<file path="src/rtl/wwd_pkg.sv">
`default_nettype none

package wwd_pkg;

	localparam logic       CMD_ADD    = 1'b0;
	localparam logic       CMD_SEARCH = 1'b1;

	localparam logic [1:0] ERR_NONE   = 2'd0;
	localparam logic [1:0] ERR_FULL   = 2'd1;
	localparam logic [1:0] ERR_LONG   = 2'd2;

	localparam logic [7:0] WILDCARD   = 8'd46;

	// per-character transaction traveling down the cell chain
	typedef struct packed {
		logic       cmd;
		logic [7:0] ch;
		logic       last;
		logic       drop;   // position beyond the maximum length
		logic       ovf;    // word has run past the maximum length
		logic       taken;  // an earlier free cell has claimed this word
		logic       match;  // an earlier cell matched this word
	} tok_t;

endpackage

`default_nettype wire

</file>
<file path="src/rtl/wwd_front.sv">
`default_nettype none

module wwd_front import wwd_pkg::*; #(
	parameter int MAX_LEN = 32,
	localparam int PW = $clog2(MAX_LEN + 1)
) (
	input  wire logic          clk,
	input  wire logic          arst_n,
	input  wire logic          adv,
	input  wire logic          in_valid,
	input  wire logic          command,
	input  wire logic [7:0]    char_code,
	input  wire logic          last_char,
	output logic               tok_vld,
	output tok_t               tok,
	output logic [PW-1:0]      pos
);

	localparam logic [PW-1:0] POS_MAX = PW'(MAX_LEN);
	localparam logic [PW-1:0] ONE     = PW'(1);

	logic [PW-1:0] pos_q;
	logic          ovf_q;
	logic          vld_s1;
	tok_t          tok_s1;
	logic [PW-1:0] pos_s1;
	logic          accept;
	logic          drop;

	assign accept = in_valid && adv;
	assign drop   = (pos_q == POS_MAX);

	always_ff @(posedge clk or negedge arst_n) begin
		if (!arst_n) begin
			pos_q  <= '0;
			ovf_q  <= 1'b0;
			vld_s1 <= 1'b0;
		end else begin
			if (adv) begin
				vld_s1 <= in_valid;
			end
			if (accept) begin
				if (last_char) begin
					pos_q <= '0;
					ovf_q <= 1'b0;
				end else begin
					if (!drop) begin
						pos_q <= pos_q + ONE;
					end
					ovf_q <= ovf_q | drop;
				end
			end
		end
	end

	always_ff @(posedge clk) begin
		if (accept) begin
			tok_s1.cmd   <= command;
			tok_s1.ch    <= char_code;
			tok_s1.last  <= last_char;
			tok_s1.drop  <= drop;
			tok_s1.ovf   <= ovf_q | drop;
			tok_s1.taken <= 1'b0;
			tok_s1.match <= 1'b0;
			pos_s1       <= pos_q;
		end
	end

	assign tok_vld = vld_s1;
	assign tok     = tok_s1;
	assign pos     = pos_s1;

endmodule

`default_nettype wire

</file>
<file path="config.mk">
export PLATFORM = sky130hd
export DESIGN_NAME = wwd_front
export DESIGN_NICKNAME = d
export VERILOG_FILES = /design/src/rtl/wwd_pkg.sv /design/src/rtl/wwd_front.sv
export SDC_FILE = /design/constraint.sdc
export NUM_CORES = 1
export LEC_CHECK = 0
export BUFFER_PORTS_ARGS = -buffer_cell sky130_fd_sc_hd__buf_2
export CELL_PAD_IN_SITES_DETAIL_PLACEMENT = 0
export CELL_PAD_IN_SITES_GLOBAL_PLACEMENT = 1
export CORE_ASPECT_RATIO = 0.75
export CORE_MARGIN = 2
export CORE_UTILIZATION = 41
export CTS_BUF_LIST = sky130_fd_sc_hd__clkbuf_8 sky130_fd_sc_hd__clkbuf_16
export CTS_CLUSTER_DIAMETER = 60
export CTS_CLUSTER_SIZE = 20
export DETAILED_ROUTE_END_ITERATION = 6
export PLACE_DENSITY_LB_ADDON = 0.08
export SLEW_MARGIN = 20
export SYNTH_ARGS = -nofsm -noshare
export SYNTH_HDL_FRONTEND = slang
export SYNTH_SLANG_ARGS = --single-unit
</file>
<file path="constraint.sdc">
create_clock -name clk -period 2.41 [get_ports clk]
set_input_delay 0.3615 -clock clk [delete_from_list [all_inputs] [get_ports clk]]
set_output_delay 0.3615 -clock clk [all_outputs]
set_load 0.1 [all_outputs]
</file>
# Yosys cells after proc, flatten, opt, wreduce, memory -nomap -nowiden
# Index checks and enable logic that the tools add are counted.
[word_totals]
reg_bits = 26
word_cells = 18
in_bits = 14
out_inout_bits = 21
[classes]
mux = 3
eq_ne = 2
reduce_logical = 2
n_bitwise = 1
addsub = 1
[op_table]
columns = ["operator", "count"]
rows = [
  ["$mux 6", 2],
  ["$add 6x1->6 const B", 1],
  ["$eq 6x6->1 const B", 1],
  ["$ne 2x2->1 const B", 1],
  ["$reduce_and 2->1", 1],
  ["$logic_and 1x1->1", 1],
  ["$mux 1", 1],
  ["$or 1x1->1", 1],
]

# Logic depth before layout (Yosys ltp)
# Gate-level depths: netlist of the first run.
[logic_depth]
ltp_word = 3
depth_mapped = 6
depth_no_buf = 6

# Worst setup path before layout of the first run
# No wires, ideal clock.
[synth_path]
path_type = "reg-to-reg"
from = "register pos_q[0]"
to = "register pos_q[0]"
stages_incl_launch_ff = 6
required_time_ns = 2.284
setup_slack_ns = 0.951
arrival_time_ns = 1.333
path_buffers = 0
synth_period_minus_slack_ns = 1.459
setup_time_ns = 0.126
cell_sequence = "dfrtp_1 -> inv_1 -> ha_1 -> nand4bb_4 -> or2_4 -> a221o_1"
[synth_via]
elab_chain_cells = 3
word_cells_on_any_way = 6
cone_classes = "1 x add/sub; 2 x eq/ne; 2 x mux; 1 x reduce/logical"
[synth_rtl]
columns = ["element", "line", "text"]
rows = [
  ["start, declared", "wwd_front.sv:22", "logic [PW-1:0] pos_q;"],
  ["start signal, assigned", "wwd_front.sv:48", "pos_q <= pos_q + ONE;"],
  ["$add 6x1->6 or $eq 6x6->1 (tied branches)", "wwd_front.sv:48, wwd_front.sv:31", ""],
  ["$mux 6 or $ne 2x2->1 (tied branches)", "n/a", ""],
  ["$mux 6 or $reduce_and 2->1 (tied branches)", "n/a", ""],
]
# Parallel ways exist; a longest one is shown, timed or not. The select of a mux whose other input is x is not followed.
# A chain may end at the register's enable or synchronous reset.

# Final worst setup path of the first run
[layout_path]
from = "register pos_q[0]"
to = "register pos_q[1]"
# Same word-level chain as after synthesis.

==> results of run 1 <==
-- layer usage --
layer	up-vias	global-route usage, %	part of all wire, %	wire (um)
met5	-	0	0	0
met4	0	4.00	0.51	9
met3	2	4.47	6.5	115
met2	20	23.3	50	885
met1	324	16.4	43	762
li1	324	-	-	-
-- cell type report --
type                            count  area [um^2]
Clock inverter                      1         30.0
Clock buffer                        3         41.3
Fill cell                         224         1050
Sequential cell                    26          741
Inverter                            5         18.8
Tap cell                           34         42.5
Multi-Input combinational cell     37          268
Timing Repair Buffer               33          170
-- per-stage QoR --
step	setup slack (ns)	util (%)	instances	power (mW)	hold WS [ns]
2_1_floorplan	0.951	-	72	0.865	0.0659
4_1_cts	0.824	55.4	139	1.27	0.265
3_5_place_dp	0.693	52.0	134	0.928	0.226
3_3_place_gp	0.763	52.0	134	0.920	0.227
5_1_grt	0.735	55.4	139	1.32	0.257
6_report	0.814	55.4	139	1.26	0.270
-- registers in the layout, indices dropped and copies added (netlist names) --
name	flops
pos	6
pos_q	6
tok	12
tok_vld	1
ovf_q	1
-- how the worst max path moves through the flow --
stage | start | to | slack, ns | cells after the start
after floorplan | pos_q[0]$_DFFE_PN0P_ | pos_q[0]$_DFFE_PN0P_ | 0.95 | 5
after global placement | adv | pos[3]$_DFFE_PP_ | 0.76 | 3
after detailed placement | adv | pos[3]$_DFFE_PP_ | 0.69 | 3
after CTS | pos_q[0]$_DFFE_PN0P_ | pos_q[1]$_DFFE_PN0P_ | 0.82 | 5
after global routing | pos_q[0]$_DFFE_PN0P_ | pos_q[1]$_DFFE_PN0P_ | 0.73 | 5
final | pos_q[0]$_DFFE_PN0P_ | pos_q[1]$_DFFE_PN0P_ | 0.81 | 5
-- cell families after synthesis --
kind of cell             synth area share (%)
AND/OR/NAND/NOR                          14.1
other                                   0.358
multiplexers                             1.91
flip-flops                               70.7
buffers and inverters                    4.06
AO/OA/AOI/OAI                            6.45
adder cells (fa/ha/maj)                  2.39
-- critical path, delay by kind of cell (launching register included) --
family / cells / cell delay (ns)
DFF: 1 / 0.45
AOI/OAI and AO/OA: 1 / 0.32
and+or+nand+nor: 2 / 0.41
adders and majority gates: 1 / 0.19
buffers and inverters: 1 / 0.11
-- report_power, final --
part / switching (mW) / total (mW) / internal [mW]
logic: 0.253 / 0.330 / 0.0776
registers: 0.0478 / 0.586 / 0.538
clock network: 0.119 / 0.341 / 0.222
total: 0.419 / 1.26 / 0.838
-- placed cells by master (no fill, tap or decap) --
cell type                        n
sky130_fd_sc_hd__a221o_1         2
sky130_fd_sc_hd__or2_4           1
sky130_fd_sc_hd__nand2_1         5
sky130_fd_sc_hd__nor3_1          2
sky130_fd_sc_hd__o21ai_0         6
sky130_fd_sc_hd__and3b_2         1
sky130_fd_sc_hd__edfxtp_1       18
sky130_fd_sc_hd__nand3_1         2
sky130_fd_sc_hd__nand4bb_4       1
sky130_fd_sc_hd__dfrtp_1         8
sky130_fd_sc_hd__a2bb2oi_1       1
sky130_fd_sc_hd__or3_1           1
sky130_fd_sc_hd__ha_1            2
sky130_fd_sc_hd__nor2b_1         1
sky130_fd_sc_hd__nor2_1          1
sky130_fd_sc_hd__o311ai_1        1
sky130_fd_sc_hd__bufinv_16       1
sky130_fd_sc_hd__nor3b_1         1
sky130_fd_sc_hd__dlygate4sd3_1   1
sky130_fd_sc_hd__or2b_1          1
sky130_fd_sc_hd__clkbuf_8        3
sky130_fd_sc_hd__inv_1           5
sky130_fd_sc_hd__nor4_1          2
sky130_fd_sc_hd__conb_1          2
sky130_fd_sc_hd__or4b_1          1
sky130_fd_sc_hd__mux2i_1         2
sky130_fd_sc_hd__buf_2          32
sky130_fd_sc_hd__and3b_1         1
==> results.md, run 1 <==
* CP Launch Type: flip-flop
* Worst stage delay on the critical path at 0.45 ns
* Number of synthesis warnings at 0
* Instance area after placement at 1230 um^2
* Number of CTS-inserted buffers at 3
* Portion of the clock cycle consumed by the worst path in the final layout at 66.2%
* Number of DRC violations after detailed routing at 0
* Clock latency at the later pin of the worst-skew pair at 0.26 ns
* Area share of the leading cell type in the synthesized netlist at 51.6%
* Clock period minus final worst setup slack at 1.60 ns
* Finished Cell Area at 1310 um^2
* Final nets at 122
* Length of the first detailed-routing pass in iterations at 4
* Count of pins over their slew limit at 0
* Final hold violation count at 0
* Final setup violation count at 0
* Hold Startpoint: char_code[7]
* Avg Vias per Cell at 4.82
* Area added between synthesis and finish at 25.2%
* Most used standard cells in the synthesized netlist: sky130_fd_sc_hd__edfxtp_1, sky130_fd_sc_hd__dfrtp_1, sky130_fd_sc_hd__o21ai_0, sky130_fd_sc_hd__inv_1, sky130_fd_sc_hd__nand2_1
* Initial cell density of the core at 44.3%
* Fraction of the yosys area taken by sequential cells at 70.7%
* Worst endpoint data arrival time at 1.74 ns
* Destination of the worst register-to-register timing path: pos_q[1]$_DFFE_PN0P_
* Full die area at 2980 um^2
* Leakage at 0.579 nW
* Number of flops mapped to enable cells by yosys at 18
* Count of clock tree sinks at 26
* Hold path depth at 1
* # resized after CTS at 0
* Cells after Synth at 71
* Required arrival time at the worst endpoint at 2.56 ns
* IR drop worst, VDD at 466 uV
* Worst r2r src: pos_q[0]$_DFFE_PN0P_
* Total power density per cell area at 958 nW/um^2
* Sum of negative setup slack at 0 ns
* Depth of the CTS H-tree at 1
* DP Wirelength at 1.31 mm
* Port buffer count at 32
* Wire length per cell after detailed routing at 12.7 um
* Slowest cell on the critical path: sky130_fd_sc_hd__dfrtp_1
* Post-synthesis cell type count at 27
* Cells traversed along the worst timing path: inv_1 > ha_1 > nand4bb_4 > or2_4 > a221o_1
* Slew at the pin with the worst max-slew slack at 0.687 ns
* Die outline width at 62.4 um
* Routability cong. at 0.748
* Async SR Flop Fraction at 30.8%
* Largest fanout of any net on the critical path at 6
* Reg-to-reg slack, setup at 0.81 ns
* First DRT Iteration DRCs at 16
* Maximum clock rate at 626 MHz
* Number of core rows at 15
* Clk root buf: sky130_fd_sc_hd__clkbuf_8
* Max-cap violation count at 0
* Most instantiated library cell after synthesis: sky130_fd_sc_hd__edfxtp_1
* Critical setup path kind: reg2reg
* Number of synthesized register bits at 26
* Antenna violations before repair at 0
* Core area at 2360 um^2
* Netlist Area Pre-Place at 1050 um^2
* Worst rel slew slack at 54.2%
* Outcome: finished, final reports clean
* All-layer global routing usage at 13.2%
* Number of nets still failing antenna checks after routing at 0
* Nature of the critical path endpoint: flip-flop
* Capture endpoint of the worst hold path: tok[12]$_DFFE_PP_
* Most area-consuming cells after synthesis: sky130_fd_sc_hd__edfxtp_1, sky130_fd_sc_hd__dfrtp_1, sky130_fd_sc_hd__o21ai_0, sky130_fd_sc_hd__nand4bb_4, sky130_fd_sc_hd__ha_1
* Vias in the first global route at 593
* FF-to-FF path depth at 5
* Hold crit path type: in2reg
* Number of primary I/O pins at 35
* DIE HEIGHT at 47.8 um
* CTS tree: built
* Mean post-synth cell area at 14.8 um^2
* Most used flip-flop cell after synthesis: sky130_fd_sc_hd__edfxtp_1
* First-pass GRT wire length at 2.81 mm
* Area leader, netlist: sky130_fd_sc_hd__edfxtp_1
* Buffer count from post-CTS setup fixing at 0
* Share of post-route cells with drive strength above 1 at 37.1%
* Buffer depth of the longest clock path at 2
* Overall via count from detail_route at 670
* Clock transition at the register clock pins on the worst setup and hold paths after CTS at 0.08 ns
* Diode insertion count for antenna repair at 0
* Post-Route Skew at 0.00302 ns
* Pin count of the biggest net entering global routing at 20
* Overflow after GRT at 0
* Hold buffer count at cts at 1
* Unrepaired setup endpoints after global routing: no
* Drt total wl at 1.77 mm
Note: power is estimated with default switching activity, not from simulation.
==> run 2: changes to the inputs <==
--- a/config.mk
+++ b/config.mk
@@ -10,7 +10,7 @@
 export CELL_PAD_IN_SITES_GLOBAL_PLACEMENT = 1
 export CORE_ASPECT_RATIO = 0.75
 export CORE_MARGIN = 2
-export CORE_UTILIZATION = 41
+export CORE_UTILIZATION = 38
 export CTS_BUF_LIST = sky130_fd_sc_hd__clkbuf_8 sky130_fd_sc_hd__clkbuf_16
 export CTS_CLUSTER_DIAMETER = 60
 export CTS_CLUSTER_SIZE = 20
==> constraint.sdc (replaced) <==
create_clock -name clk -period 1.6 [get_ports clk]
set_input_delay 0.24 -clock clk [delete_from_list [all_inputs] [get_ports clk]]
set_output_delay 0.24 -clock clk [all_outputs]
set_load 0.1 [all_outputs]
==> results.md, run 2 (synthesized netlist as in run 1, its figures left out) <==
* WP depth at 5 (unchanged)
* IR drop worst, VDD at 657 uV (was 466 uV)
* Most frequent cells in the layout: sky130_fd_sc_hd__buf_2, sky130_fd_sc_hd__edfxtp_1, sky130_fd_sc_hd__dfrtp_1 (unchanged)
* Routability cong. at 0.750 (was 0.748)
* Full die area at 3200 um^2 (was 2980 um^2)
* Area added between synthesis and finish at 30.2% (was 25.2%)
* First DRT Iteration DRCs at 15 (was 16)
* Leakage at 0.608 nW (was 0.579 nW)
* Placed Cells at 141 (was 134)
* Die outline width at 64.6 um (was 62.4 um)
* CTS tree: built (unchanged)
* Clock period minus final worst setup slack at 1.52 ns (was 1.60 ns)
* Length of the first detailed-routing pass in iterations at 4 (unchanged)
* Number of DRC violations after detailed routing at 0 (unchanged)
* Final hold violation count at 0 (unchanged)
* Required arrival time at the worst endpoint at 1.76 ns (was 2.56 ns)
* DP Wirelength at 1.35 mm (was 1.31 mm)
* Count of clock tree sinks at 26 (unchanged)
* Nature of the critical path endpoint: flip-flop (unchanged)
* Buffer count from post-CTS setup fixing at 0 (unchanged)
* Unrepaired setup endpoints after global routing: no (unchanged)
* Number of core rows at 16 (was 15)
* Core area at 2620 um^2 (was 2360 um^2)
* Drt total wl at 1.86 mm (was 1.77 mm)
* Most common cell after layout, fill and taps aside: sky130_fd_sc_hd__buf_2 (unchanged)
* DIE HEIGHT at 49.5 um (was 47.8 um)
* Wire length per cell after detailed routing at 12.7 um (about the same)
* Portion of the clock cycle consumed by the worst path in the final layout at 95.1% (was 66.2%)
* CP Launch Point: pos_q[0]$_DFFE_PN0P_ (unchanged)
* Vias in the first global route at 687 (was 593)
* Antenna violations before repair at 0 (unchanged)
* Maximum clock rate at 657 MHz (was 626 MHz)
* Post-Route Skew at 0.00378 ns (was 0.00302 ns)
* Number of flip-flops under the largest register name at 12 (unchanged)
* Slowest cell on the critical path: sky130_fd_sc_hd__dfrtp_1 (unchanged)
* Largest fanout of any net on the critical path at 4 (was 6)
* Sum of negative setup slack at 0 ns (unchanged)
* First-pass GRT wire length at 3.12 mm (was 2.81 mm)
* Number of primary I/O pins at 35 (unchanged)
* Clock transition at the register clock pins on the worst setup and hold paths after CTS at 0.09 ns (was 0.08 ns)
* Total power after layout at 1.96 mW (was 1.26 mW)
* Depth of the CTS H-tree at 1 (unchanged)
* Clock latency at the later pin of the worst-skew pair at 0.27 ns (was 0.26 ns)
* Hold crit path type: in2reg (unchanged)
* Reg-to-reg slack, setup at 0.08 ns (was 0.81 ns)
* WP buf/inv at 1 (unchanged)
* Critical path capture point: pos_q[0]$_DFFE_PN0P_ (was pos_q[1]$_DFFE_PN0P_)
* Final setup violation count at 0 (unchanged)
* Total power density per cell area at 1440 nW/um^2 (was 958 nW/um^2)
* FF-to-FF path depth at 5 (unchanged)
* All-layer global routing usage at 13.0% (was 13.2%)
* Avg Vias per Cell at 4.62 (was 4.82)
* Buffer depth of the longest clock path at 2 (unchanged)
* Diode insertion count for antenna repair at 0 (unchanged)
* Worst r2r src: pos_q[0]$_DFFE_PN0P_ (unchanged)
* Overflow after GRT at 0 (unchanged)
* Cell Count, Final, Fillers Out at 146 (was 139)
* Port buffer count at 32 (unchanged)
* Worst stage delay on the critical path at 0.40 ns (was 0.45 ns)
* Number of CTS-inserted buffers at 3 (unchanged)
* Top delay family on crit path: simple AND/OR/NAND/NOR gates (was flip-flops)
* Share of post-route cells with drive strength above 1 at 40.0% (was 37.1%)
* Final nets at 127 (was 122)
* Outcome: finished, final reports clean (unchanged)
* Count of pins over their slew limit at 0 (unchanged)
* Clk root buf: sky130_fd_sc_hd__clkbuf_8 (unchanged)
* Overall via count from detail_route at 674 (was 670)
* Max-cap violation count at 0 (unchanged)
* Cells traversed along the worst timing path: inv_1 > ha_1 > nand4bb_4 > or2_4 > a221o_1 (unchanged)
* Critical setup path kind: reg2reg (unchanged)
* Initial cell density of the core at 39.9% (was 44.3%)
* Worst endpoint data arrival time at 1.68 ns (was 1.74 ns)
* CP Launch Type: flip-flop (unchanged)
* Number of nets still failing antenna checks after routing at 0 (unchanged)
* Destination of the worst register-to-register timing path: pos_q[0]$_DFFE_PN0P_ (was pos_q[1]$_DFFE_PN0P_)
* Pin count of the biggest net entering global routing at 20 (unchanged)
run 2: power breakdown:
group	switching [mW]	leakage, nW	internal [mW]
combinational	0.418	0.305	0.153
sequential	0.0442	0.267	0.810
clock	0.203	0.0357	0.335
total	0.666	0.608	1.30
run 2: routing by layer:
layer | routed length, um | global-route usage (%) | up-vias
met1 | 899 | 16.7 | 314
met5 | 0 | 0 | -
met3 | 116 | 5.25 | 2
li1 | - | - | 337
met4 | 4 | 4.26 | 0
met2 | 838 | 20.3 | 21
run 2: final cells by class:
cell class | count | area (um^2)
Clock buffer | 3 | 41.3
Clock inverter | 1 | 30.0
Fill cell | 228 | 1260
Inverter | 5 | 18.8
Multi-Input combinational cell | 37 | 268
Sequential cell | 26 | 741
Tap cell | 36 | 45.0
Timing Repair Buffer | 38 | 220
run 2: worst register-to-register path: stages (launching register included):
cell                        delay, ns
sky130_fd_sc_hd__dfrtp_1         0.40
sky130_fd_sc_hd__inv_1           0.09
sky130_fd_sc_hd__ha_1            0.20
sky130_fd_sc_hd__nand4bb_4       0.14
sky130_fd_sc_hd__or2_4           0.27
sky130_fd_sc_hd__a221o_1         0.32
run 2: how the worst min path moves through the flow:
stage / startpoint / end / slack [ns] / cells past startpoint
floorplan: arst_n / ovf_q$_DFFE_PN0P_ / -0.06 / 0
global placement: arst_n / tok_vld$_DFFE_PN0P_ / 0.1 / 1
detailed placement: arst_n / tok_vld$_DFFE_PN0P_ / 0.10 / 1
CTS: char_code[3] / tok[8]$_DFFE_PP_ / 0.13 / 1
global route: char_code[2] / tok[7]$_DFFE_PP_ / 0.13 / 1
finish: char_code[3] / tok[8]$_DFFE_PP_ / 0.14 / 1
run 2: repair_timing:
item | in CTS | in global routing
resized for setup | 0 | 0
hold endpoints to repair | 8 | 0
hold buffers | 1 | 0
run 2: metrics by stage:
stage / hold WS [ns] / setup slack [ns] / area (um^2) / utilization, %
global placement: 0.0987 / 0.171 / 1280 / 48.9
floorplan: -0.0556 / 0.141 / 1050 / -
CTS: 0.132 / 0.0686 / 1360 / 52.0
detailed placement: 0.102 / 0.0832 / 1280 / 48.9
finish: 0.139 / 0.0788 / 1360 / 52.0
global route: 0.132 / 0.0157 / 1360 / 52.0
==> run 3: changes to the inputs <==
--- a/config.mk
+++ b/config.mk
@@ -10,7 +10,7 @@
 export CELL_PAD_IN_SITES_GLOBAL_PLACEMENT = 1
 export CORE_ASPECT_RATIO = 0.75
 export CORE_MARGIN = 2
-export CORE_UTILIZATION = 38
+export CORE_UTILIZATION = 41
 export CTS_BUF_LIST = sky130_fd_sc_hd__clkbuf_8 sky130_fd_sc_hd__clkbuf_16
 export CTS_CLUSTER_DIAMETER = 60
 export CTS_CLUSTER_SIZE = 20
==> constraint.sdc (replaced) <==
create_clock -name clk -period 1.9 [get_ports clk]
set_input_delay 0.285 -clock clk [delete_from_list [all_inputs] [get_ports clk]]
set_output_delay 0.285 -clock clk [all_outputs]
set_load 0.1 [all_outputs]
==> results.md, run 3 (synthesized netlist as in run 1, its figures left out) <==
* Slowest cell on the critical path: sky130_fd_sc_hd__dfrtp_1 (unchanged)
* Fill cell count at 208 (was 228)
* DIE HEIGHT at 47.8 um (was 49.5 um)
* Sum of negative setup slack at 0 ns (unchanged)
* Overflow after GRT at 0 (unchanged)
* Clock transition at the register clock pins on the worst setup and hold paths after CTS at 0.09 ns (about the same)
* CP Launch Type: flip-flop (unchanged)
* WP buf/inv at 1 (unchanged)
* Portion of the clock cycle consumed by the worst path in the final layout at 82.0% (was 95.1%)
* Depth of the CTS H-tree at 1 (unchanged)
* Buffer count from post-CTS setup fixing at 0 (unchanged)
* Largest fanout of any net on the critical path at 6 (was 4)
* Final hold violation count at 0 (unchanged)
* Drt total wl at 1.85 mm (was 1.86 mm)
* Antenna violations before repair at 0 (unchanged)
* Leakage at 0.584 nW (was 0.608 nW)
* DP Wirelength at 1.21 mm (was 1.35 mm)
* Core area at 2360 um^2 (was 2620 um^2)
* Overall via count from detail_route at 664 (was 674)
* Final setup violation count at 0 (unchanged)
* First-pass GRT wire length at 2.62 mm (was 3.12 mm)
* Clock latency at the later pin of the worst-skew pair at 0.27 ns (about the same)
* Top delay family on crit path: flip-flops (was simple AND/OR/NAND/NOR gates)
* Length of the first detailed-routing pass in iterations at 4 (unchanged)
* Diode insertion count for antenna repair at 0 (unchanged)
* Number of core rows at 15 (was 16)
* Final core occ at 55.8% (was 52.0%)
* Worst stage delay on the critical path at 0.44 ns (was 0.40 ns)
* Number of nets still failing antenna checks after routing at 0 (unchanged)
* Most frequent cells in the layout: sky130_fd_sc_hd__buf_2, sky130_fd_sc_hd__edfxtp_1, sky130_fd_sc_hd__dfrtp_1 (unchanged)
* All-layer global routing usage at 12.9% (was 13.0%)
* CP Launch Point: pos_q[0]$_DFFE_PN0P_ (unchanged)
* Most common cell after layout, fill and taps aside: sky130_fd_sc_hd__buf_2 (unchanged)
* Clk root buf: sky130_fd_sc_hd__clkbuf_8 (unchanged)
* Port buffer count at 32 (unchanged)
* IR drop worst, VDD at 537 uV (was 657 uV)
* Count of clock tree sinks at 26 (unchanged)
* Outcome: finished, final reports clean (unchanged)
* Unrepaired setup endpoints after global routing: no (unchanged)
* Routability cong. at 0.728 (was 0.750)
* Avg Vias per Cell at 4.74 (was 4.62)
* Area added between synthesis and finish at 25.9% (was 30.2%)
* Nature of the critical path endpoint: flip-flop (unchanged)
* Hold crit path type: in2reg (unchanged)
* Count of pins over their slew limit at 0 (unchanged)
* Critical setup path kind: reg2reg (unchanged)
* Total power density per cell area at 1230 nW/um^2 (was 1440 nW/um^2)
* Required arrival time at the worst endpoint at 2.07 ns (was 1.76 ns)
* First DRT Iteration DRCs at 21 (was 15)
* Buffer depth of the longest clock path at 2 (unchanged)
* Worst endpoint data arrival time at 1.72 ns (was 1.68 ns)
* Final nets at 123 (was 127)
* Die outline width at 62.4 um (was 64.6 um)
* Full die area at 2980 um^2 (was 3200 um^2)
* Initial cell density of the core at 44.3% (was 39.9%)
* Wire length per cell after detailed routing at 13.2 um (was 12.7 um)
* Pin count of the biggest net entering global routing at 19 (was 20)
* Number of flip-flops under the largest register name at 12 (unchanged)
* Hold Startpoint: char_code[1] (was char_code[3])
* Maximum clock rate at 642 MHz (was 657 MHz)
* Cells traversed along the worst timing path: inv_1 > ha_1 > nand4bb_4 > or2_4 > a221o_1 (unchanged)
* Vias in the first global route at 496 (was 687)
* Post-Route Skew at 0.00355 ns (was 0.00378 ns)
* Number of DRC violations after detailed routing at 0 (unchanged)
* Number of CTS-inserted buffers at 3 (unchanged)
* Share of post-route cells with drive strength above 1 at 37.7% (was 40.0%)
* CTS tree: built (unchanged)
* Worst r2r src: pos_q[0]$_DFFE_PN0P_ (unchanged)
* Clock period minus final worst setup slack at 1.56 ns (was 1.52 ns)
* Number of primary I/O pins at 35 (unchanged)
* Max-cap violation count at 0 (unchanged)
## run 3: changes by cell type in the layout (fill, tap and decap cells not counted)
cell	delta
sky130_fd_sc_hd__buf_12	-1
sky130_fd_sc_hd__buf_4	-3
## run 3: final cells by class
cell class	instances	area [um^2]	share of cell area [%]
multi-input combinational	37	268	20.3
tap	34	42.5	3.23
sequential	26	741	56.2
clock buffer	3	41.3	3.13
timing repair buffer	34	178	13.5
clock inverter	1	30.0	2.28
inverter	5	18.8	1.42
## run 3: through the flow
stage / area, um^2 / power (mW) / instances / hold slack (ns) / setup WS [ns]
6_report: 1320 / 1.62 / 140 / 0.177 / 0.342
5_1_grt: 1320 / 1.67 / 140 / 0.171 / 0.274
3_5_place_dp: 1240 / 1.17 / 135 / 0.151 / 0.359
3_3_place_gp: 1240 / 1.17 / 135 / 0.144 / 0.395
4_1_cts: 1320 / 1.63 / 140 / 0.173 / 0.346
2_1_floorplan: 1050 / 1.10 / 72 / -0.0106 / 0.441
## run 3: path summary, 6_finish.rpt
kind                                   endpoint  slack (ns)  cells after the start
max                        pos_q[1]$_DFFE_PN0P_        0.34                      5
min                            tok[6]$_DFFE_PP_        0.18                      1
max reg2reg                pos_q[1]$_DFFE_PN0P_        0.34                      5
min reg2reg                 tok_vld$_DFFE_PN0P_        0.53                      2
max in group asynchronous  pos_q[0]$_DFFE_PN0P_        1.33                      2
min in group asynchronous   tok_vld$_DFFE_PN0P_        0.38                      2
## run 3: timing repair
action                                 CTS  global route
resized for setup                        0             0
endpoints found under the hold margin    8             0
hold buffers                             1             0
## run 3: report_power, final
group / switching [mW] / total [mW] / internal [mW]
sequential: 0.0566 / 0.739 / 0.683
clock: 0.177 / 0.459 / 0.282
combinational: 0.323 / 0.423 / 0.101
total: 0.556 / 1.62 / 1.07
## run 3: routing by layer
| layer | global-route usage, % | wire, um | up-vias |
|---|---|---|---|
| met4 | 9.33 | 42 | 0 |
| met5 | 0 | 0 | - |
| met2 | 18.9 | 811 | 26 |
| met3 | 4.71 | 156 | 4 |
| met1 | 16.3 | 836 | 304 |
| li1 | - | - | 330 |
