<file path="config.mk">
export PLATFORM = sky130hd
export DESIGN_NAME = wwd_cell
export DESIGN_NICKNAME = d
export VERILOG_FILES = /design/src/rtl/wwd_pkg.sv /design/src/rtl/wwd_cell.sv
export SDC_FILE = /design/constraint.sdc
export NUM_CORES = 1
export LEC_CHECK = 0
export BUFFER_PORTS_ARGS = -buffer_cell sky130_fd_sc_hd__clkbuf_2
export CORE_MARGIN = 4
export CORE_UTILIZATION = 43
export DETAILED_ROUTE_END_ITERATION = 7
export GPL_TIMING_DRIVEN = 1
export PLACE_DENSITY = 0.7
export SLEW_MARGIN = 20
export SYNTH_ARGS = -nofsm -noshare
export SYNTH_HDL_FRONTEND = slang
export SYNTH_SLANG_ARGS = --single-unit
export TNS_END_PERCENT = 10
</file>
<file path="constraint.sdc">
create_clock -name clk -period 3.95 [get_ports clk]
set_clock_uncertainty 0.15 [all_clocks]
set_input_delay 0.5925 -clock clk [delete_from_list [all_inputs] [get_ports clk]]
set_output_delay 0.5925 -clock clk [all_outputs]
set_load 0.05 [all_outputs]
</file>
<file path="src/rtl/wwd_pkg.sv">
`default_nettype none

package wwd_pkg;

	localparam logic       CMD_ADD    = 1'b0;
	localparam logic       CMD_SEARCH = 1'b1;

	localparam logic [1:0] ERR_NONE   = 2'd0;
	localparam logic [1:0] ERR_FULL   = 2'd1;
	localparam logic [1:0] ERR_LONG   = 2'd2;

	localparam logic [7:0] WILDCARD   = 8'd46;

	// per-character transaction traveling down the cell chain
	typedef struct packed {
		logic       cmd;
		logic [7:0] ch;
		logic       last;
		logic       drop;   // position beyond the maximum length
		logic       ovf;    // word has run past the maximum length
		logic       taken;  // an earlier free cell has claimed this word
		logic       match;  // an earlier cell matched this word
	} tok_t;

endpackage

`default_nettype wire

</file>
<file path="src/rtl/wwd_cell.sv">
`default_nettype none

module wwd_cell import wwd_pkg::*; #(
	parameter int MAX_LEN = 32,
	localparam int PW = $clog2(MAX_LEN + 1)
) (
	input  wire logic          clk,
	input  wire logic          arst_n,
	input  wire logic          adv,
	input  wire logic          in_vld,
	input  wire tok_t          in_tok,
	input  wire logic [PW-1:0] in_pos,
	output logic               out_vld,
	output tok_t               out_tok,
	output logic [PW-1:0]      out_pos
);

	localparam int AW = (MAX_LEN > 1) ? $clog2(MAX_LEN) : 1;
	localparam logic [PW-1:0] ONE = PW'(1);

	logic [7:0]    mem_q [MAX_LEN];
	logic [PW-1:0] len_q;
	logic          filled_q;
	logic          cand_q;

	logic          vld_s1;
	tok_t          tok_s1;
	logic [PW-1:0] pos_s1;
	logic [7:0]    rd_s1;
	logic          fwd_s1;
	logic [7:0]    wdat_s1;

	logic [AW-1:0] rd_addr;
	logic [AW-1:0] wr_addr;
	logic          wr_en;
	logic [7:0]    stored;
	logic [PW-1:0] len_n;
	logic          live;
	logic          mism;
	logic          cand_n;
	logic          hit;
	logic          fill;
	tok_t          tok_n;

	assign rd_addr = in_pos[AW-1:0];
	assign wr_addr = pos_s1[AW-1:0];
	assign stored  = fwd_s1 ? wdat_s1 : rd_s1;
	assign len_n   = pos_s1 + ONE;
	assign live    = vld_s1 && !tok_s1.drop;
	assign wr_en   = adv && live && !filled_q && !tok_s1.taken;
	assign mism    = filled_q && (tok_s1.ch != WILDCARD) &&
			((pos_s1 >= len_q) || (stored != tok_s1.ch));
	assign cand_n  = cand_q && !(live && mism);
	assign hit     = filled_q && cand_n && (len_q == len_n);
	assign fill    = adv && vld_s1 && tok_s1.last && !tok_s1.ovf &&
			(tok_s1.cmd == CMD_ADD) && !filled_q && !tok_s1.taken;

	always_comb begin
		tok_n       = tok_s1;
		tok_n.taken = tok_s1.taken | !filled_q;
		tok_n.match = tok_s1.match | (tok_s1.last && hit);
	end

	// stage A: word store read, with bypass of the write in the same cycle
	always_ff @(posedge clk) begin
		if (wr_en) begin
			mem_q[wr_addr] <= tok_s1.ch;
		end
		if (adv) begin
			rd_s1   <= mem_q[rd_addr];
			fwd_s1  <= wr_en && (wr_addr == rd_addr);
			wdat_s1 <= tok_s1.ch;
			tok_s1  <= in_tok;
			pos_s1  <= in_pos;
		end
		if (fill) begin
			len_q <= len_n;
		end
	end

	always_ff @(posedge clk or negedge arst_n) begin
		if (!arst_n) begin
			vld_s1   <= 1'b0;
			filled_q <= 1'b0;
			cand_q   <= 1'b1;
		end else begin
			if (adv) begin
				vld_s1 <= in_vld;
				if (vld_s1) begin
					cand_q <= tok_s1.last ? 1'b1 : cand_n;
				end
			end
			if (fill) begin
				filled_q <= 1'b1;
			end
		end
	end

	assign out_vld = vld_s1;
	assign out_tok = tok_n;
	assign out_pos = pos_s1;

endmodule

`default_nettype wire

</file>
Yosys cells after proc, flatten, opt, wreduce, memory -nomap -nowiden
Memories as Yosys holds them, arrays and structs flattened. A register that Yosys moved wholly into a read port is not among the register bits.
Cells that the tools add are included.
{"block": "word_totals", "reg_bits": 38, "ramBits": 256, "inputBits": 24, "out_inout_bits": 21, "elab_cells": 53, "mem_count": 1}
{"memory": "mem_q", "depth": 32, "word_bits": 8, "read_ports": 1, "rd_clocked_by_memory_dff": 1, "wr": 1, "line": "wwd_cell.sv:21", "source": "logic [7:0] mem_q [MAX_LEN];"}
{"block": "classes", "addsub": 1, "magnitude_cmp": 1, "n_eq_ne": 4, "n_mux": 4, "bitwise": 3, "reduce_logical": 25}
{"cell": "1-bit logical AND", "n": 18}
{"cell": "8-bit 2-to-1 mux", "n": 1}
{"cell": "8-bit by 6-bit inequality test with 1-bit output (second input constant)", "n": 1}
{"cell": "8-bit inequality test", "n": 1}
{"cell": "6-bit by 1-bit adder with 6-bit output (second input constant)", "n": 1}
{"cell": "6-bit equality test", "n": 1}
{"cell": "6-bit >= comparator", "n": 1}
{"cell": "5-bit equality test", "n": 1}
{"cell": "1-bit logical NOT", "n": 5}
{"cell": "1-bit 2-to-1 mux", "n": 3}
{"cell": "1-bit OR", "n": 2}
{"cell": "2-bit AND reduction", "n": 1}
{"cell": "1-bit logical OR", "n": 1}
{"cell": "1-bit inverter", "n": 1}

Depth between registers and ports, before layout
Gate-level depths: netlist (run 1).
{"block": "depth", "ltp_word": 11, "mapped_depth": 7, "ltp_nobuf": 7}

Least setup slack after synthesis (run 1)
No wires, ideal clock.
{"block": "synth_timing", "path_kind": "reg-to-output", "startpoint": "reg pos_s1[0], in the netlist out_pos[0]", "endpoint": "out out_tok[0] (netlist name)", "t_arrival_ns": 2.473, "t_required_ns": 3.207, "path_slack_ns": 0.734, "stages_incl_launch_ff": 8, "path_buffers": 0, "path_cell_list": "edfxtp_1 -> inv_1 -> ha_1 -> nand2b_1 -> a21oi_1 -> o21ai_0 -> o41ai_1 -> a41o_1"}
{"element": "start: declaration", "line": "wwd_cell.sv:28", "source": "logic [PW-1:0] pos_s1;"}
{"element": "start signal: assignment", "line": "wwd_cell.sv:74", "source": "pos_s1 <= in_pos;"}
{"element": "end: declaration", "line": "wwd_cell.sv:14", "source": "output tok_t out_tok,"}

==> results by group, run 1 <==
STA
  • Fmax: 264.5 MHz
  • Final hold slack: 62.98 ps
  • Minimum clock period: 3781 ps
  • Setup ws final: 169.2 ps
  • Final setup vio count: 0
  • Tightest Pin Transition: 845.7 ps
  • Fin. max-slew vios: 0
  • Final Cycle Share: 95.72%
  • Endpoints failing hold: 0
  • Unrepaired setup endpoints after global routing: false
  • Setup Total Neg Slack: 0 ps
  • Worst slew margin: 43.10%

Clock network
  • CTS Buffer Depth: 3
  • CTS tree: yes
  • H-tree depth: 1
  • TritonCTS Buffers: 29
  • Clock Latency Late Sink: 550 ps
  • Clk pin slew, worst setup/hold paths: 60 ps
  • Clock sink total: 302
  • Root buffer cell: clkbuf_16
  • Post-CTS resize count: 0

Route
  • First DRT Iteration DRCs: 583
  • Via count: 5580
  • Post-route ant nets: 0
  • Wirelength per Cell: 24.35 um
  • DRC: 0
  • Final wirelength: 24320 um
  • Via-to-Cell Ratio: 5.586
  • 1st-pass router iterations: 5

Setup path
  • Startpoint type of the worst setup path: register
  • Setup Crit Path Kind: register to output port
  • Crit Path Max Fanout: 6
  • Slowest cell on the critical path: o41ai_1
  • Largest stage delay on the critical path: 540 ps
  • WP data required: 3210 ps
  • Worst reg2reg path depth: 3
  • Critical Path, Cell by Cell: inv_1 > ha_1 > nand2b_1 > a21oi_1 > o21ai_0 > o41ai_1 > a41o_1 > clkbuf_2
  • Critical path endpoint category: output port
  • WP data arrival: 3040 ps

GRT
  • Largest net degree at the start of global routing: 40
  • First-pass GRT wire length: 37380 um
  • GRT Overall Usage: 16.03%
  • GRT overflow: 0
  • Initial antenna violation count: 0
  • Vias in the first global route: 5911

Floorplan
  • Die Footprint: 30640 um2
  • # IOs: 45
  • Effective utilization at floorplan: 44.14%
  • Die Wd: 175.0 um
  • Chip height: 175.0 um
  • Core ar.: 27180 um2
  • Placement row count: 60

Layout
  • Fin cells: 999
  • Antenna Cells: 0
  • Layout cell share with drive strength beyond 1: 30.30%
  • Nets: 641
  • Area Growth Syn to Fin: 12.16%

Hold path
  • Hold depth: 1
  • Worst hold path type: input pin to register

Synthesis
  • Top FF cell, synth: edfxtp_1
  • Mapped cell area: 12000 um2
  • Synthesized flop and latch total: 302
  • Synthesized Nets: 585
  • Synth unique cells: 36
  • Post-synth EDFFs: 299
  • Cells after Synth: 551
  • Syn_area_per_cell: 21.77 um2
  • FFs w/ async S/R, synth: 0.9934%
  • YS warnings: 0
  • Sequential-to-total area share from yosys stat: 75.48%

Pwr
  • Peak supply drop: 333.4 uV
  • Total power: 6.573 mW
  • Pleak: 4.295 nW
  • Pwr per Cell Area: 488.5 nW/um2

Placement
  • Detailed Place HPWL: 15330 um
  • Placed Cells: 947
  • DP Worst Slack: 637.9 ps
  • GP Congestion: 0.8322
  • Port bufs: 44

Job
  • Max Cap Viol: 0

Outcome
  • Status: completed
registers in the layout (all words and copies together) (netlist names), 2 cells and up:
register,cells
len_q,6
mem_q,256
out_pos,6
out_tok,12
rd_s1,8
tok_s1,2
wdat_s1,8
cell usage after synthesis, types with 3 or more instances:
cell      instances  share of area [%]
clkbuf_1         13               0.41
xor2_1           12               0.88
nand3_1           4               0.17
buf_4            13               0.81
inv_1             7               0.22
nand2_1           8               0.25
nor4_1            4               0.21
nand4_1           4               0.21
nor2_1           34                1.1
buf_6             5               0.47
mux4_2           80                 15
edfxtp_1        299                 75
nand3b_1          3               0.19
mux2_2            9               0.84
xnor2_1          10               0.73
mux2i_1           8               0.67
nand2b_1          3               0.16
ha_1             10                1.0
layout by cell type, fill, tap and decap left out, drive strengths merged, types with 3 or more instances in the layout:
| cell | n |
|---|---|
| nand2 | 8 |
| xor2 | 12 |
| mux4 | 80 |
| nand4 | 4 |
| clkinv | 13 |
| mux2 | 9 |
| inv | 8 |
| clkbuf | 78 |
| xnor2 | 10 |
| edfxtp | 299 |
| nand3b | 3 |
| nand3 | 4 |
| nand2b | 3 |
| nor2 | 34 |
| mux2i | 8 |
| buf | 16 |
| ha | 10 |
| nor4 | 4 |
worst paths after layout:
kind	startpoint	endpoint	slack [ps]
max	out_pos[0]	out_tok[0]	170
min	in_tok[5]	out_tok[5]	60
max reg2reg	out_tok[3]	mem_q[23][7]	880
min reg2reg	out_vld	out_vld	450
max in group asynchronous	arst_n	cand_q	3230
min in group asynchronous	arst_n	filled_q	220
final cells by class:
type | count | area, um2
fillers | 2134 | 13720
flip-flops and latches | 302 | 9055
multi-input cells | 207 | 2695
clock buffers | 35 | 748.2
well taps | 372 | 465.4
repair buffers | 60 | 370.4
clock inverters | 16 | 95.09
inverters | 7 | 26.28
timing repair:
item | in CTS | in global routing
endpoints found under the hold margin | 3 | 0
hold buffers | 1 | 0
setup buffers | 0 | 0
kinds of logic (layout without fill, tap and decap cells):
family / count (synthesis) / after routing / synth area share, %
DFF: 302 / 302 / 75.48
muxes: 97 / 97 / 16.53
and+or+nand+nor: 70 / 70 / 2.806
buffers and inverters: 42 / 118 / 2.055
xor gates and xnor gates: 22 / 22 / 1.606
adders and majority gates: 10 / 10 / 1.043
AOI/OAI and AO/OA: 8 / 8 / 0.4798
where the power goes:
group / total, mW / internal [mW] / switching (mW)
logic: 0.454 / 0.167 / 0.287
clock network: 2.48 / 1.35 / 1.13
registers: 3.64 / 3.59 / 0.0474
total: 6.57 / 5.11 / 1.46
per-layer routing:
metal | share of wire, % | vias to the layer above | track usage [%] | wire, um
met5 | 0 | - | 0 | 0
met4 | 2.3 | 0 | 4.059 | 567
met3 | 7.9 | 35 | 3.245 | 1932
met2 | 48 | 262 | 25.52 | 11660
met1 | 42 | 2915 | 23.03 | 10160
li1 | - | 2368 | - | -
worst max-delay path: cells and delay by family, from the launching register on:
kind                       cells  cell delay (ps)
and+or+nand+nor                1              150
AOI/OAI and AO/OA              4             1020
DFF                            1              530
adders and majority gates      1              340
buffers and inverters          2              460
per-stage QoR:
stage                     cell area (um2)  utilization (%)
after detailed placement            12600            46.37
after global routing                13460            49.51
after CTS                           13460            49.51
after global placement              12600            46.37
after floorplan                     12000                -
final                               13460            49.51
Power figures use the tool's default switching activity.
==> run 2, diff against run 1 <==
--- a/config.mk
+++ b/config.mk
@@ -5,6 +5,7 @@
 export SDC_FILE = /design/constraint.sdc
 export NUM_CORES = 1
 export LEC_CHECK = 0
+export ABC_AREA = 1
 export BUFFER_PORTS_ARGS = -buffer_cell sky130_fd_sc_hd__clkbuf_2
 export CORE_MARGIN = 4
 export CORE_UTILIZATION = 43
==> run 2 against run 1 <==
  * Cell area is 4.9% higher
  * Global-route usage is 2.4 points higher
  * Sequential share of layout area is 3.1 points lower
  * Area after synthesis is 5.0% higher
  * Register-to-register slack better by 260 ps
  * Largest power group unchanged
  * Clock-buffer cell count is 9 higher
  * Clock power is 6% higher
  * Sequential cell count stayed put
  * Combinational power is 13% higher
==> results by group, run 2 <==
Route
  • Via-to-Cell Ratio: 5.462 (-2.2%)
  • DRC: 0 (unchanged)
  • First DRT Iteration DRCs: 898 (+54%)
  • Via count: 8150 (+46%)
  • Wirelength per Cell: 19.72 um (-19%)
  • Final wirelength: 29430 um (+21%)
  • Post-route ant nets: 0 (unchanged)
  • 1st-pass router iterations: 5 (unchanged)

Synthesis
  • Adder-cell share of the synthesized area: 0.9935% (-0.049 points)
  • Synthesized flop and latch total: 302 (unchanged)
  • Post-Synth Simple-Gate Area: 13.21% (+10 points)
  • Mux contribution to synthesized area: 0% (-17 points)
  • Syn_area_per_cell: 12.13 um2 (-44%)
  • Top FF cell, synth: edfxtp_1
  • Synthesized Nets: 1072 (+83%)
  • Top-count cell post-synth: edfxtp_1
  • Post-synth EDFFs: 299 (unchanged)
  • Synth Area in Compound Gates: 8.823% (+8.3 points)
  • Largest family of logic cells by synthesized area: simple AND/OR/NAND/NOR gates
  • Synth unique cells: 30 (-17%)
  • FFs w/ async S/R, synth: 0.9934% (unchanged)
  • Synth area leader: edfxtp_1
  • Commonest cells post-synth: edfxtp_1 (299), nor2_1 (180), nand2_1 (170)
  • YS warnings: 0 (unchanged)
  • Sequential-to-total area share from yosys stat: 71.90% (-3.6 points)
  • Cells after Synth: 1038 (+88%)
  • Mapped cell area: 12590 um2 (+5.0%)
  • Largest cells by area after synthesis: edfxtp_1 (71%), nor2_1 (5.4%), nand2_1 (5.1%)
  • Synth top area share: 71.30% (-3.5 points)
  • Synth Area in XOR/XNOR: 0.5564% (-1.0 points)

GRT
  • Vias in the first global route: 8097 (+37%)
  • GRT Overall Usage: 18.38% (+2.4 points)
  • First-pass GRT wire length: 45740 um (+22%)
  • Met3 GRT Util: 2.383% (-0.86 points)
  • GRT overflow: 0 (unchanged)
  • Initial antenna violation count: 0 (unchanged)
  • Met2 Use GR: 31.29% (+5.8 points)
  • Grt peak-use layer: met2
  • Largest net degree at the start of global routing: 116 (+190%)
  • Met1 Use GR: 24.80% (+1.8 points)

Layout
  • Nets: 1118 (+74%)
  • Top reg by flops: mem_q
  • Commonest non-fill, non-tap cell in the layout: edfxtp_1
  • Max FFs per register: 256 (unchanged)
  • Fillcell total: 2469 (+16%)
  • Final instance area: 14110 um2 (+4.9%)
  • Layout cell share with drive strength beyond 1: 11.01% (-19 points)
  • Commonest non-fill, non-tap cells in the layout: edfxtp_1 (299), nor2_1 (180), nand2_1 (170)
  • Antenna Cells: 0 (unchanged)
  • Area Growth Syn to Fin: 12.07% (about the same)
  • Final core occ: 49.04% (-0.47 points)

Outcome
  • Status: completed

Clock network
  • Clk pin slew, worst setup/hold paths: 60 ps (about the same)
  • Post-CTS Setup Repair Bufs: 0 (unchanged)
  • Root buffer cell: clkbuf_16
  • Clock sink total: 302 (unchanged)
  • Clock Latency Late Sink: 550 ps (about the same)
  • CTS tree: yes
  • H-tree depth: 1 (unchanged)
  • TritonCTS Buffers: 30 (+3.4%)
  • Post-CTS resize count: 0 (unchanged)
  • CTS Buffer Depth: 3 (unchanged)
  • CTS Hold Bufs: 1 (unchanged)

Setup path
  • CP bufs+invs: 2 (unchanged)
  • Startpoint type of the worst setup path: register
  • Largest stage delay on the critical path: 850 ps (+310 ps)
  • WP data required: 3210 ps (about the same)
  • Most frequent CP cell: nand2_1
  • Crit Path Max Fanout: 16 (+10)
  • Critical path endpoint category: output port
  • Setup Crit Path Kind: register to output port
  • Slowest cell on the critical path: edfxtp_1
  • WP data arrival: 2610 ps (-430 ps)
  • Critical Path, Cell by Cell: inv_1 > nor4_1 > a21boi_0 > nand2_1 > nand2_1 > nand2_1 > clkbuf_2
  • Top delay family on crit path: flip-flops

Placement
  • Port bufs: 44 (unchanged)
  • DP Worst Slack: 947.9 ps (+310.0 ps)
  • Detailed Place HPWL: 17550 um (+14%)
  • DP Area: 13190 um2 (+4.7%)
  • GP Congestion: 0.8508 (+2.2%)

STA
  • Setup Total Neg Slack: 0 ps (unchanged)
  • Minimum clock period: 3357 ps (-423.4 ps)
  • Fin. max-slew vios: 0 (unchanged)
  • Setup ws final: 592.6 ps (+423.4 ps)
  • Tightest Pin Transition: 876.0 ps (+30.23 ps)
  • Unrepaired setup endpoints after global routing: false
  • Endpoints failing hold: 0 (unchanged)
  • Final Cycle Share: 85.00% (-11 points)
  • Final setup vio count: 0 (unchanged)
  • Worst slew margin: 41.39% (-1.7 points)
  • Fmax: 297.8 MHz (+13%)

Floorplan
  • Die Footprint: 32090 um2 (+4.7%)
  • # IOs: 45 (unchanged)
  • Die Wd: 179.1 um (+2.3%)
  • Chip height: 179.1 um (+2.3%)
  • Core ar.: 28780 um2 (+5.9%)
  • Placement row count: 62 (+3.3%)
  • Effective utilization at floorplan: 43.76% (-0.39 points)

Pwr
  • Pwr per Cell Area: 481.6 nW/um2 (-1.4%)
  • Pleak: 5.028 nW (+17%)
  • Total power: 6.796 mW (+3.4%)
  • Peak supply drop: 435.1 uV (+31%)

Job
  • Max Cap Viol: 0 (unchanged)

Hold path
  • Worst hold path type: input pin to register
## run 2: cell count changes in the layout (fill, tap and decap cells not counted), sizes merged, moves of 15 or more
| cell | previous run | this run |
|---|---|---|
| nand3 | 4 | 57 |
| o221ai | 0 | 24 |
| mux4 | 80 | 0 |
| a21oi | 2 | 17 |
| nand2 | 8 | 170 |
| inv | 8 | 47 |
| o21ai | 1 | 109 |
| o211ai | 0 | 25 |
| nor2 | 34 | 180 |
| buf | 16 | 37 |
## run 2: worst paths after layout
kind	cells past startpoint	slack (ps)	from	to
worst max-delay path	7	590	out_tok[8]	out_tok[0]
worst min register to register	2	330	cand_q	cand_q
worst max register to register	5	1140	filled_q	mem_q[25][6]
max in group asynchronous	2	3230	arst_n	cand_q
worst min-delay path	1	60	in_tok[1]	tok_s1[1]
min in group asynchronous	2	220	arst_n	out_vld
## run 2: cell families after synthesis
logic type	after synthesis
buf+inv	115
xor+xnor	8
flops	302
fa+ha+maj	10
compound gates	186
simple gates	417
## run 2: where the power goes
| group | leakage (nW) | internal, mW | switching [mW] |
|---|---|---|---|
| logic | 1.83 | 0.133 | 0.378 |
| clock network | 0.440 | 1.51 | 1.13 |
| registers | 2.75 | 3.60 | 0.0570 |
| total | 5.03 | 5.23 | 1.56 |
## run 2: per-layer routing
layer	share of wire [%]	vias to the layer above
met5	0	-
li1	-	3780
met4	2.6	0
met3	6.9	64
met2	49	312
met1	41	3994
## run 2: final cells by class
class / instances / area, um2 / share of cell area [%]
flip-flops and latches: 302 / 9055 / 64.16
inverters: 48 / 181.4 / 1.285
repair buffers: 81 / 519.2 / 3.679
multi-input cells: 621 / 2970 / 21.05
clock buffers: 44 / 824.5 / 5.842
clock inverters: 12 / 82.58 / 0.5851
well taps: 384 / 480.5 / 3.404
## run 2: worst reg2reg max path, delay by kind of cell (launching register included)
family                 cells  cell delay (ps)
AND/OR/NAND/NOR            4             1820
flip-flops                 1              400
buffers and inverters      1               60
## run 2: stage by stage
stage | instances | hold WS (ps)
floorplan | 1038 | 146.9
global placement | 1435 | 242.4
detailed placement | 1435 | 242.8
CTS | 1492 | 48.59
global route | 1492 | 55.03
finish | 1492 | 64.76
==> run 3, diff against run 2 <==
==> constraint.sdc (replaced) <==
create_clock -name clk -period 3.1 [get_ports clk]
set_clock_uncertainty 0.15 [all_clocks]
set_input_delay 0.465 -clock clk [delete_from_list [all_inputs] [get_ports clk]]
set_output_delay 0.465 -clock clk [all_outputs]
set_load 0.05 [all_outputs]
==> run 3 against run 2 <==
  * Hold slack gained 51 ps
  * Global-route usage grew 0.12 points
  * First-iteration DRC count shrank 1.1%
  * Sequential share of layout area shrank 2.0 points
  * Wire length grew 1.4%
  * Utilization grew 1.6 points
  * Setup slack lost 450 ps
  * Non-clock buffer count grew 38
  * Clock-buffer cell count shrank 7
  * Cell count grew 2.3%
  * Critical path type unchanged
  * Critical endpoint unchanged
==> results by group, run 3 (synthesis gave the netlist of run 2 again) <==
Outcome
  • Status: completed

Floorplan
  • Effective utilization at floorplan: 43.76% (unchanged)
  • Chip height: 179.1 um (unchanged)
  • Placement row count: 62 (unchanged)
  • Die Wd: 179.1 um (unchanged)
  • Die Footprint: 32090 um2 (unchanged)
  • # IOs: 45 (unchanged)
  • Core ar.: 28780 um2 (unchanged)

Placement
  • Port bufs: 44 (unchanged)
  • GP Congestion: 0.9007 (+5.9%)
  • DP Area: 13370 um2 (+1.3%)
  • Detailed Place HPWL: 17970 um (+2.4%)
  • DP Worst Slack: 576.2 ps (-371.7 ps)

Setup path
  • Slowest cell on the critical path: edfxtp_1
  • RR Startpoint: tok_s1[1]
  • Crit Path Max Fanout: 7 (-9)
  • WP data arrival: 2340 ps (-270 ps)
  • Critical path endpoint category: output port
  • WP data required: 2480 ps (-730 ps)
  • Worst reg2reg path depth: 7 (+2)
  • Setup Crit Path Kind: register to output port
  • R2r setup slk: 720 ps (-420 ps)
  • Most frequent CP cell: nand2_1
  • Critical Path, Cell by Cell: ha_1 > nand2_1 > nand2_1 > xor2_1 > nor2_1 > nand3_1 > nor2_1 > nand2_1 > nand2_1 > buf_6
  • Largest stage delay on the critical path: 510 ps (-340 ps)
  • RR Endpoint: mem_q[7][3]
  • Startpoint type of the worst setup path: register

Pwr
  • Internal power: 6.807 mW (+30%)
  • Pwr per Cell Area: 607.1 nW/um2 (+26%)
  • Switching Share: 23.01% (+0.034 points)
  • Total power: 8.842 mW (+30%)
  • Peak supply drop: 618.6 uV (+42%)
  • Clk pwr share: 39.4% (+0.7 points)
  • Sw power: 2.035 mW (+30%)
  • Sequential power share: 52.5% (-1.2 points)
  • Pleak: 5.253 nW (+4.5%)
  • Combinational Power Share: 8.1% (+0.6 points)

STA
  • Fmax: 338.6 MHz
  • Worst slew margin: 35.22% (-6.2 points)
  • Final Cycle Share: 95.27%
  • Final hold slack: 115.8 ps (+51.03 ps)
  • Fin. max-slew vios: 0 (unchanged)
  • Setup ws final: 146.7 ps (-445.9 ps)
  • Final setup vio count: 0 (unchanged)
  • Tightest Pin Transition: 970.6 ps (+94.67 ps)
  • Endpoints failing hold: 0 (unchanged)
  • Minimum clock period: 2953 ps

Clock network
  • H-tree depth: 1 (unchanged)
  • CTS Buffer Depth: 3 (unchanged)
  • Clk pin slew, worst setup/hold paths: 60 ps (about the same)
  • Root buffer cell: clkbuf_16
  • Clock sink total: 302 (unchanged)
  • TritonCTS Buffers: 30 (unchanged)
  • Clock Latency Late Sink: 560 ps (about the same)
  • CTS tree: yes

GRT
  • Largest net degree at the start of global routing: 131 (+13%)
  • GRT Overall Usage: 18.50% (+0.12 points)
  • GRT overflow: 0 (unchanged)
  • First-pass GRT wire length: 45370 um (-0.80%)
  • Vias in the first global route: 7969 (-1.6%)
  • Initial antenna violation count: 0 (unchanged)

Route
  • Final wirelength: 29830 um (+1.4%)
  • Via-to-Cell Ratio: 5.382 (-1.5%)
  • Wirelength per Cell: 19.54 um (-0.95%)
  • Via count: 8219 (+0.85%)
  • Post-route ant nets: 0 (unchanged)
  • 1st-pass router iterations: 5 (unchanged)
  • DRC: 0 (unchanged)
  • First DRT Iteration DRCs: 888 (-1.1%)

Hold path
  • Worst hold path type: input pin to asynchronous set/reset pin

Layout
  • Layout cell share with drive strength beyond 1: 13.47% (+2.5 points)
  • Final instance area: 14560 um2 (+3.2%)
  • Commonest non-fill, non-tap cells in the layout: edfxtp_1 (299), nor2_1 (179), nand2_1 (170)
  • Top reg by flops: mem_q
  • Nets: 1156 (+3.4%)
  • Max FFs per register: 256 (unchanged)
  • Area Growth Syn to Fin: 15.64%
  • Antenna Cells: 0 (unchanged)
  • Commonest non-fill, non-tap cell in the layout: edfxtp_1
  • Final core occ: 50.60% (+1.6 points)
  • Fillcell total: 2400 (-2.8%)

Job
  • Max Cap Viol: 0 (unchanged)
[run 3: cell types whose count changed in the layout (fill, tap and decap cells not counted), sizes merged]
cell | before | now
buf | 37 | 60
dlygate4sd3 | 1 | 17
clkbuf | 87 | 79
clkinv | 12 | 15
bufinv | 1 | 3
inv | 47 | 46
[run 3: area by class of cell]
class,count,area (um2),share of cell area [%]
Timing Repair Buffer,119,909.6,6.246
Tap cell,384,480.5,3.299
Clock buffer,37,777.0,5.336
Multi-Input combinational cell,621,3000,20.60
Inverter,48,181.4,1.246
Sequential cell,302,9055,62.18
Clock inverter,16,158.9,1.091
[run 3: worst max-delay path: cells and delay by family, from the launching register on]
family,cells,cell delay (ps)
AND/OR/NAND/NOR,7,670
flip-flops,1,510
adder cells (fa/ha/maj),1,270
XOR/XNOR,1,170
buffers and inverters,1,160
[run 3: stage by stage]
stage,setup TNS [ps],std cells
2_1_floorplan,0,1038
3_3_place_gp,0,1450
3_5_place_dp,0,1450
4_1_cts,0,1523
5_1_grt,-2.039,1527
6_report,0,1527
[run 3: how the worst max path moves through the flow]
stage / from / endpoint / slack (ps)
2_1_floorplan: out_pos[0] / out_tok[0] / 380
3_3_place_gp: out_pos[0] / out_tok[0] / 590
3_5_place_dp: out_pos[0] / out_tok[0] / 580
4_1_cts: out_pos[0] / out_tok[0] / 30
5_1_grt: out_pos[0] / out_tok[0] / -2
6_report: out_pos[1] / out_tok[0] / 150
[run 3: power by group through the flow]
stage / clock, mW / combinational, mW / sequential (mW)
floorplan: 0 / 0.406 / 4.76
global placement: 0 / 0.660 / 4.73
detailed placement: 0 / 0.670 / 4.73
CTS: 3.51 / 0.698 / 4.64
global route: 3.69 / 0.782 / 4.65
finish: 3.48 / 0.716 / 4.64
[run 3: metal layers]
metal | up-vias | share of wire [%] | GRT usage [%]
met4 | 0 | 2.9 | 5.554
met5 | - | 0 | 0
met3 | 68 | 8.0 | 2.741
met1 | 3933 | 40 | 25.37
li1 | 3847 | - | -
met2 | 371 | 49 | 30.79
[run 3: what timing repair did]
item,4_1_cts,5_1_grt
pin swaps,0,3
buffers inserted,3,4
hold buffers,17,0
hold endpoints to repair,19,0
gates resized for setup,1,10
setup endpoints to repair,1,1
